===== config.mk =====
export PLATFORM = sky130hd
export DESIGN_NAME = arc_ctrl
export DESIGN_NICKNAME = d
export VERILOG_FILES = /design/src/design/arc_pkg.sv /design/src/design/arc_ctrl.sv
export SDC_FILE = /design/constraint.sdc
export NUM_CORES = 1
export LEC_CHECK = 0
export BUFFER_PORTS_ARGS = -buffer_cell sky130_fd_sc_hd__clkbuf_2
export CAP_MARGIN = 15
export CORE_AREA = 3 3 40 42
export DETAILED_ROUTE_END_ITERATION = 8
export DIE_AREA = 0 0 43 45
export HOLD_SLACK_MARGIN = 0.12
export PLACE_DENSITY = 0.71
export SLEW_MARGIN = 20
export SYNTH_ARGS = -nofsm -noshare
export SYNTH_HDL_FRONTEND = slang
export SYNTH_SLANG_ARGS = --single-unit

===== constraint.sdc =====
create_clock -name i_clk -period 2.1 [get_ports i_clk]
set_clock_uncertainty 0.2 [all_clocks]
set_input_delay 0.42 -clock i_clk [delete_from_list [all_inputs] [get_ports i_clk]]
set_output_delay 0.42 -clock i_clk [all_outputs]
set_load 0.01 [all_outputs]

===== src/design/arc_pkg.sv =====
// arc_pkg: shared types, codes and sizes for the arp resolution cache
// used by arc_ctrl, arc_dp and arp_resolver_cache_unit; no dependencies
`default_nettype none
package arc_pkg;
    localparam int CacheEntries = 16;
    localparam int PendEntries  = 16;
    localparam int ReqEntries   = 16;
    localparam int CIdxW = (CacheEntries > 1) ? $clog2(CacheEntries) : 1;
    localparam int PIdxW = (PendEntries > 1) ? $clog2(PendEntries) : 1;
    localparam int RIdxW = (ReqEntries > 1) ? $clog2(ReqEntries) : 1;
    localparam int PCntW = $clog2(PendEntries + 1);

    localparam logic [1:0] OP_SEND = 2'd0;
    localparam logic [1:0] OP_RECV = 2'd1;
    localparam logic [1:0] OP_TICK = 2'd2;

    localparam logic [1:0] KIND_IPV4    = 2'd0;
    localparam logic [1:0] KIND_ARP_REQ = 2'd1;
    localparam logic [1:0] KIND_ARP_REP = 2'd2;
    localparam logic [1:0] KIND_DELIVER = 2'd3;

    localparam logic [1:0] REG_OWN_MAC = 2'd0;
    localparam logic [1:0] REG_OWN_IP  = 2'd1;
    localparam logic [1:0] REG_RETRY   = 2'd2;
    localparam logic [1:0] REG_LIFE    = 2'd3;

    typedef enum logic [6:0] {
        S_IDLE  = 7'b0000001,
        S_SCAN  = 7'b0000010,
        S_DECIDE= 7'b0000100,
        S_FLUSH = 7'b0001000,
        S_EMIT  = 7'b0010000,
        S_TICK  = 7'b0100000,
        S_WAIT  = 7'b1000000
    } t_state;

    // controller -> datapath
    typedef struct packed {
        logic load;      // capture input item
        logic clr_scan;  // restart scan counter
        logic scan;      // one scan step over all tables
        logic decide;    // apply table updates after scan
        logic flush;     // one pending entry step
        logic tick;      // one aging step
        logic emit;      // push a result into output register
    } t_cmd;

    // datapath -> controller
    typedef struct packed {
        logic [1:0] op;
        logic scan_done;
        logic flush_done;
        logic tick_done;
        logic has_result;   // a result is waiting to be emitted
        logic out_busy;     // output register full
    } t_sts;
endpackage
`default_nettype wire


===== src/design/arc_ctrl.sv =====
// arc_ctrl: sequencer for scan, update, flush and aging passes
// depends on arc_pkg
`default_nettype none
module arc_ctrl (
    input  wire logic          i_clk,
    input  wire logic          i_rst_n,
    input  wire logic          i_valid,
    output logic               o_ready,
    input  wire logic [1:0]    i_op,
    input  wire arc_pkg::t_sts i_sts,
    output arc_pkg::t_cmd      o_cmd
);
    arc_pkg::t_state r_state, n_state;

    always_ff @(posedge i_clk) begin
        if (!i_rst_n) r_state <= arc_pkg::S_IDLE;
        else          r_state <= n_state;
    end

    assign o_ready = (r_state == arc_pkg::S_IDLE);

    always_comb begin
        n_state = r_state;
        o_cmd = '0;
        unique case (r_state)
            arc_pkg::S_IDLE: begin
                if (i_valid) begin
                    o_cmd.load = 1'b1;
                    o_cmd.clr_scan = 1'b1;
                    priority if (i_op == arc_pkg::OP_TICK) n_state = arc_pkg::S_TICK;
                    else if (i_op == arc_pkg::OP_SEND || i_op == arc_pkg::OP_RECV)
                        n_state = arc_pkg::S_SCAN;
                    else n_state = arc_pkg::S_IDLE;
                end
            end
            arc_pkg::S_SCAN: begin
                if (i_sts.scan_done) n_state = arc_pkg::S_DECIDE;
                else o_cmd.scan = 1'b1;
            end
            arc_pkg::S_DECIDE: begin
                o_cmd.decide = 1'b1;
                n_state = (i_sts.op == arc_pkg::OP_SEND) ? arc_pkg::S_EMIT : arc_pkg::S_FLUSH;
            end
            arc_pkg::S_FLUSH: begin
                priority if (i_sts.has_result) n_state = arc_pkg::S_EMIT;
                else if (i_sts.flush_done) n_state = arc_pkg::S_WAIT;
                else o_cmd.flush = 1'b1;
            end
            arc_pkg::S_EMIT: begin
                priority if (!i_sts.has_result) n_state = arc_pkg::S_WAIT;
                else if (!i_sts.out_busy) begin
                    o_cmd.emit = 1'b1;
                    n_state = (i_sts.op == arc_pkg::OP_RECV) ? arc_pkg::S_FLUSH
                                                              : arc_pkg::S_WAIT;
                end
            end
            arc_pkg::S_TICK: begin
                if (i_sts.tick_done) n_state = arc_pkg::S_WAIT;
                else o_cmd.tick = 1'b1;
            end
            arc_pkg::S_WAIT: begin
                n_state = arc_pkg::S_IDLE;
            end
            default: n_state = arc_pkg::S_IDLE;
        endcase
    end

    a_onehot: assert property (@(posedge i_clk) disable iff (!i_rst_n)
        $onehot(r_state)) else $error("state not one-hot");
    a_load_idle: assert property (@(posedge i_clk) disable iff (!i_rst_n)
        o_cmd.load |-> o_ready) else $error("load outside idle");
    a_excl: assert property (@(posedge i_clk) disable iff (!i_rst_n)
        $onehot0({o_cmd.scan, o_cmd.decide, o_cmd.flush, o_cmd.tick, o_cmd.emit}))
        else $error("overlapping commands");
endmodule
`default_nettype wire


==> Word level (Yosys, flattened, before mapping) <==
Index checks and enable logic that the tools add are counted.
{ "op_classes": {"eq_ne": 14, "n_reduce_logical": 4, "mux": 25} }
{ "op_table": {"columns": ["op", "count"], "rows": [
  ["2-to-1 mux 7 bit", 9],
  ["one-hot mux 7 bit (6 select lines)", 1],
  ["2-to-1 mux 1 bit", 11],
  ["== test 7 x 1 -> 1 bit, second input constant", 1],
  ["== test 7 x 2 -> 1 bit, second input constant", 1],
  ["== test 7 x 3 -> 1 bit, second input constant", 1],
  ["== test 7 x 4 -> 1 bit, second input constant", 1],
  ["== test 7 x 5 -> 1 bit, second input constant", 1],
  ["== test 7 x 6 -> 1 bit, second input constant", 1],
  ["2-to-1 mux 2 bit", 3],
  ["inequality test 2 bit, second input constant", 3],
  ["inequality test 3 bit, second input constant", 2],
  ["2-to-1 mux 5 bit", 1],
  ["AND reduction 5 bit", 1],
  ["== test 2 x 1 -> 1 bit, second input constant", 2],
  ["logical NOT 2 bit", 2],
  ["== test 2 bit, second input constant", 1],
  ["logical OR 1 bit", 1]
]} }
{ "totals": {"word_cells": 44, "output_inout_bits": 8, "in_bits": 12, "reg_bits": 7} }

==> Depth between registers and ports, before layout <==
{ "logic_depth": {"depth_word": 6, "ltp_mapped": 5, "mapped_depth_nobuf": 4} }

==> Least setup slack after synthesis <==
Ideal clock, no wire load.
{ "synth_timing": {"path_kind": "flip-flop to output port", "from": "reg r_state[6]", "to": "out o_cmd[2] (netlist name)", "slack_ns": -0.039, "required_time_ns": 1.480, "stages_incl_launch_ff": 4, "arrival_ns": 1.519, "path_buffers": 0, "path_cell_list": "dfxtp_1 -> or4_4 -> or4_4 -> nor2_4"} }
{ "synth_rtl": {"columns": ["item", "line", "rtl"], "rows": [
  ["from (decl)", "arc_ctrl.sv:13", "arc_pkg::t_state r_state, n_state;"],
  ["from (signal assigned)", "arc_ctrl.sv:16", "if (!i_rst_n) r_state <= arc_pkg::S_IDLE;"],
  ["from (signal assigned)", "arc_ctrl.sv:17", "else r_state <= n_state;"],
  ["to (decl)", "arc_ctrl.sv:11", "output arc_pkg::t_cmd o_cmd"]
]} }

==> impl_summary.txt <==
----------------------------------------------------
[STA]
  Unrepaired setup endpoints after global routing ... true
  Number of hold violations in the final report ... 0
  Max-slew headroom ... 0.689
  Post-route fraction of the period consumed by the critical path ... 1.14
  Final Worst Setup Slack ... -0.288 ns
  Transition time of the tightest slew-check pin ... between 0.4 and 0.5 ns
  Total Negative Setup Slacks ... -0.746 ns
  Upper clock frequency limit ... between 400 and 500 MHz
  Number of pins with negative max-slew slack in the final report ... 0
  Final setup violation count ... 3
  Fin crit period ... between 2 and 2.5 ns
  Post-route worst hold slack ... 0.226 ns

[Final layout]
  Largest regs ... r_state x7
  Cell area after layout ... ~770 sq um
  Top reg by flops ... r_state
  Nets ... 110
  Fraction of layout cells with a size suffix above 1 ... 0.433
  Antenna diode count ... 0
  Filler instances ... between 100 and 150
  Post-Layout Cell Count ... roughly 110
  Largest register FFs ... 7
  Area grow syn2layout ... 41.4%

[Yosys]
  Synth Warn # ... 0
  Synth Flop Type ... sky130_fd_sc_hd__dfxtp_1
  Total of flip-flops plus latches after synthesis ... 7
  Area share of the largest cell type after synthesis ... 0.257
  Count of mapped cells out of synthesis ... 70
  Sequential cell area fraction in the yosys report ... 0.257
  Dominant cells by area after synthesis ... sky130_fd_sc_hd__dfxtp_1 26%, sky130_fd_sc_hd__inv_1 6.2%, sky130_fd_sc_hd__nor4b_1 4.8%
  Synthesized area ... around 540 sq um
  Post-Syn Area per Cell ... about 8 sq um
  Number of distinct standard cells referenced by the synthesized netlist ... 35
  Library cell with the largest summed area after synthesis ... sky130_fd_sc_hd__dfxtp_1
  Synth async-reset ratio ... 0
  Number of enable flip-flop cells after synthesis ... 0
  Cell with the most instances after synthesis ... sky130_fd_sc_hd__inv_1
  Leading cell types by count after synthesis ... 9 x sky130_fd_sc_hd__inv_1, 7 x sky130_fd_sc_hd__dfxtp_1, 5 x sky130_fd_sc_hd__nor2_1
  Net count of the mapped netlist ... between 80 and 90

[Die]
  Floorplan die area ... between 1500 and 2000 sq um
  Number of placement rows ... 13
  Chip height ... around 45 um
  Top-Level Pins ... 20
  Die Wd ... between 40 and 50 um
  Core area ... ~1300 sq um
  Initial core utilization ... 0.424

[Clock network]
  Longest Clk Path Bufs ... 2
  Worst-skew pair later-pin latency ... roughly 0.26 ns
  CTS tree ... built
  Clock-pin slew of the registers on the worst-case setup and hold paths ... around 0.060 ns
  Sinks on Clock Net ... 7
  Post-CTS Repair Setup Buffers ... 0
  H-Tree Level Count ... 1
  Clock root buffer ... sky130_fd_sc_hd__clkbuf_4
  CTS buffer count ... 3

[Global route]
  Met2 track demand over resource ... 0.296
  Top Usage Layer GRT ... met2
  GRT Resource Usage Total ... 0.186
  GR Overflow Total ... 0
  First-pass GRT wire length ... about 2700 um
  Number of global-route vias before repair ... 599
  Met3 track utilization from global routing ... 0.0478
  Maximum number of pins on one net before global-route repair ... 13
  Antenna violations before repair ... 0
  Met1 layer usage reported by global route ... 0.235

[Setup path]
  Critical path peak fanout ... 2
  Register-to-register setup slack ... around 0.11 ns
  Data arrival time of the worst path ... roughly 1.8 ns
  Crit Path Class ... reg -> out
  Crit Reg-Reg Startpoint ... r_state[6]
  Endpoint class of the critical path ... output pin
  End of the worst register-to-register path ... r_state[3]
  Number of cell instances on the worst register-to-register path ... 6
  Required time at the worst-slack endpoint ... about 1.5 ns
  Type of element launching the critical path ... flop

[Placement]
  Port-buffer cells ... 19
  Final GP Congestion ... ~0.82
  Placed cell areas ... between 600 and 700 sq um
  Detailed placement HPWL ... approximately 1200 um
  Post-placement cell count ... 108

[Power]
  Leakage Power ... about 0.36 nW
  Power density cells ... 467 nW/um^2
  VDD IR max ... between 0.0002 and 0.0003 V

[Detailed routing]
  Count of TritonRoute iterations in the first routing pass ... 4
  Vias per cell ... between 5 and 6
  DRT Wirelength ... 1610 um
  Drt wl/cell ... 14.4 um
  Number of DRC violations after detailed-routing iteration 0 ... 10
  Routed vias ... 654
  Number of remaining DRC errors ... 0
  ANT nets after route ... 0

[Worst hold path]
  Endpoint with the worst hold slack ... r_state[0]
  Worst Min Path Start ... i_op[0]
  Worst Hold Class ... in -> reg
  Number of stages on the worst hold path ... 3

[Job]
  Max_cap viols ... 0

[Status]
  Failing checks ... setup timing
  Outcome ... complete, but fails checks

----------------------------------------------------
cell families (layout without fill, tap and decap cells):
group	count (synthesis)	count (layout)	synth area share
flops	7	7	0.257
simple gates	33	33	0.412
compound gates	16	16	0.218
xor+xnor	1	1	0.0161
buf+inv	13	40	0.0966
power breakdown:
part	leakage [nW]	switching (mW)	internal (mW)
clock	0.0150	0.0575	0.0730
sequential	0.0578	0.00422	0.137
combinational	0.283	0.0440	0.0437
cell usage in the layout (no fill, tap or decap), drive strengths merged:
master   count
a211oi       1
a21oi        3
a2bb2oi      1
a311oi       1
a41oi        1
and3         1
and4         1
and4bb       1
buf          9
clkbuf      22
dfxtp        7
inv          9
nand2        1
nand2b       2
nand3        4
nand3b       1
nand4b       1
nand4bb      1
nor2         6
nor2b        2
nor3         4
nor3b        1
nor4b        3
o2111ai      2
o211a        1
o211ai       2
o21a         1
o21ai        1
o22ai        1
o2bb2ai      1
or3          1
or4          3
xor2         1
worst max-delay path: stages (launching register included):
cell and delay, ns:
sky130_fd_sc_hd__dfxtp_1 0.30, sky130_fd_sc_hd__or4_4 0.53, sky130_fd_sc_hd__or4_4 0.45, sky130_fd_sc_hd__nor2_4 0.11, sky130_fd_sc_hd__buf_6 0.11
worst max-delay path by stage:
stage                          start       end  slack, ns  cells after the start
after floorplan           r_state[6]  o_cmd[2]      -0.04                      3
after global placement    r_state[6]  o_cmd[2]      -0.07                      4
after detailed placement  r_state[6]  o_cmd[2]      -0.10                      4
after CTS                 r_state[6]  o_cmd[2]      -0.32                      4
after global routing      r_state[6]  o_cmd[3]      -0.34                      4
final                     r_state[6]  o_cmd[2]      -0.29                      4
per-stage QoR:
step            util  total power, mW  setup slack [ns]
2_1_floorplan      -            0.189           -0.0393
4_1_cts        0.587            0.359            -0.321
3_3_place_gp   0.544            0.223           -0.0719
6_report       0.599            0.360            -0.288
5_1_grt        0.599            0.376            -0.339
3_5_place_dp   0.544            0.224            -0.105
layout make-up:
cell class | instances | area [sq um] | area share
Multi-Input combinational cell | 50 | 387 | 0.502
Timing Repair Buffer | 27 | 161 | 0.210
Sequential cell | 7 | 143 | 0.185
Inverter | 9 | 33.8 | 0.0439
Clock buffer | 4 | 26.3 | 0.0341
Tap cell | 15 | 18.8 | 0.0244
repair_timing:
item / in CTS / in global routing
setup endpoints to repair: 5 / 6
hold buffers: 0 / 0
gates resized for setup: 3 / 7
pin swaps: 2 / 0
metal layers:
layer	vias up	wire, um
li1	317	-
met1	300	660
met2	31	772
met3	6	132
met4	0	47
met5	-	0
(Power assumes the default switching activity.)
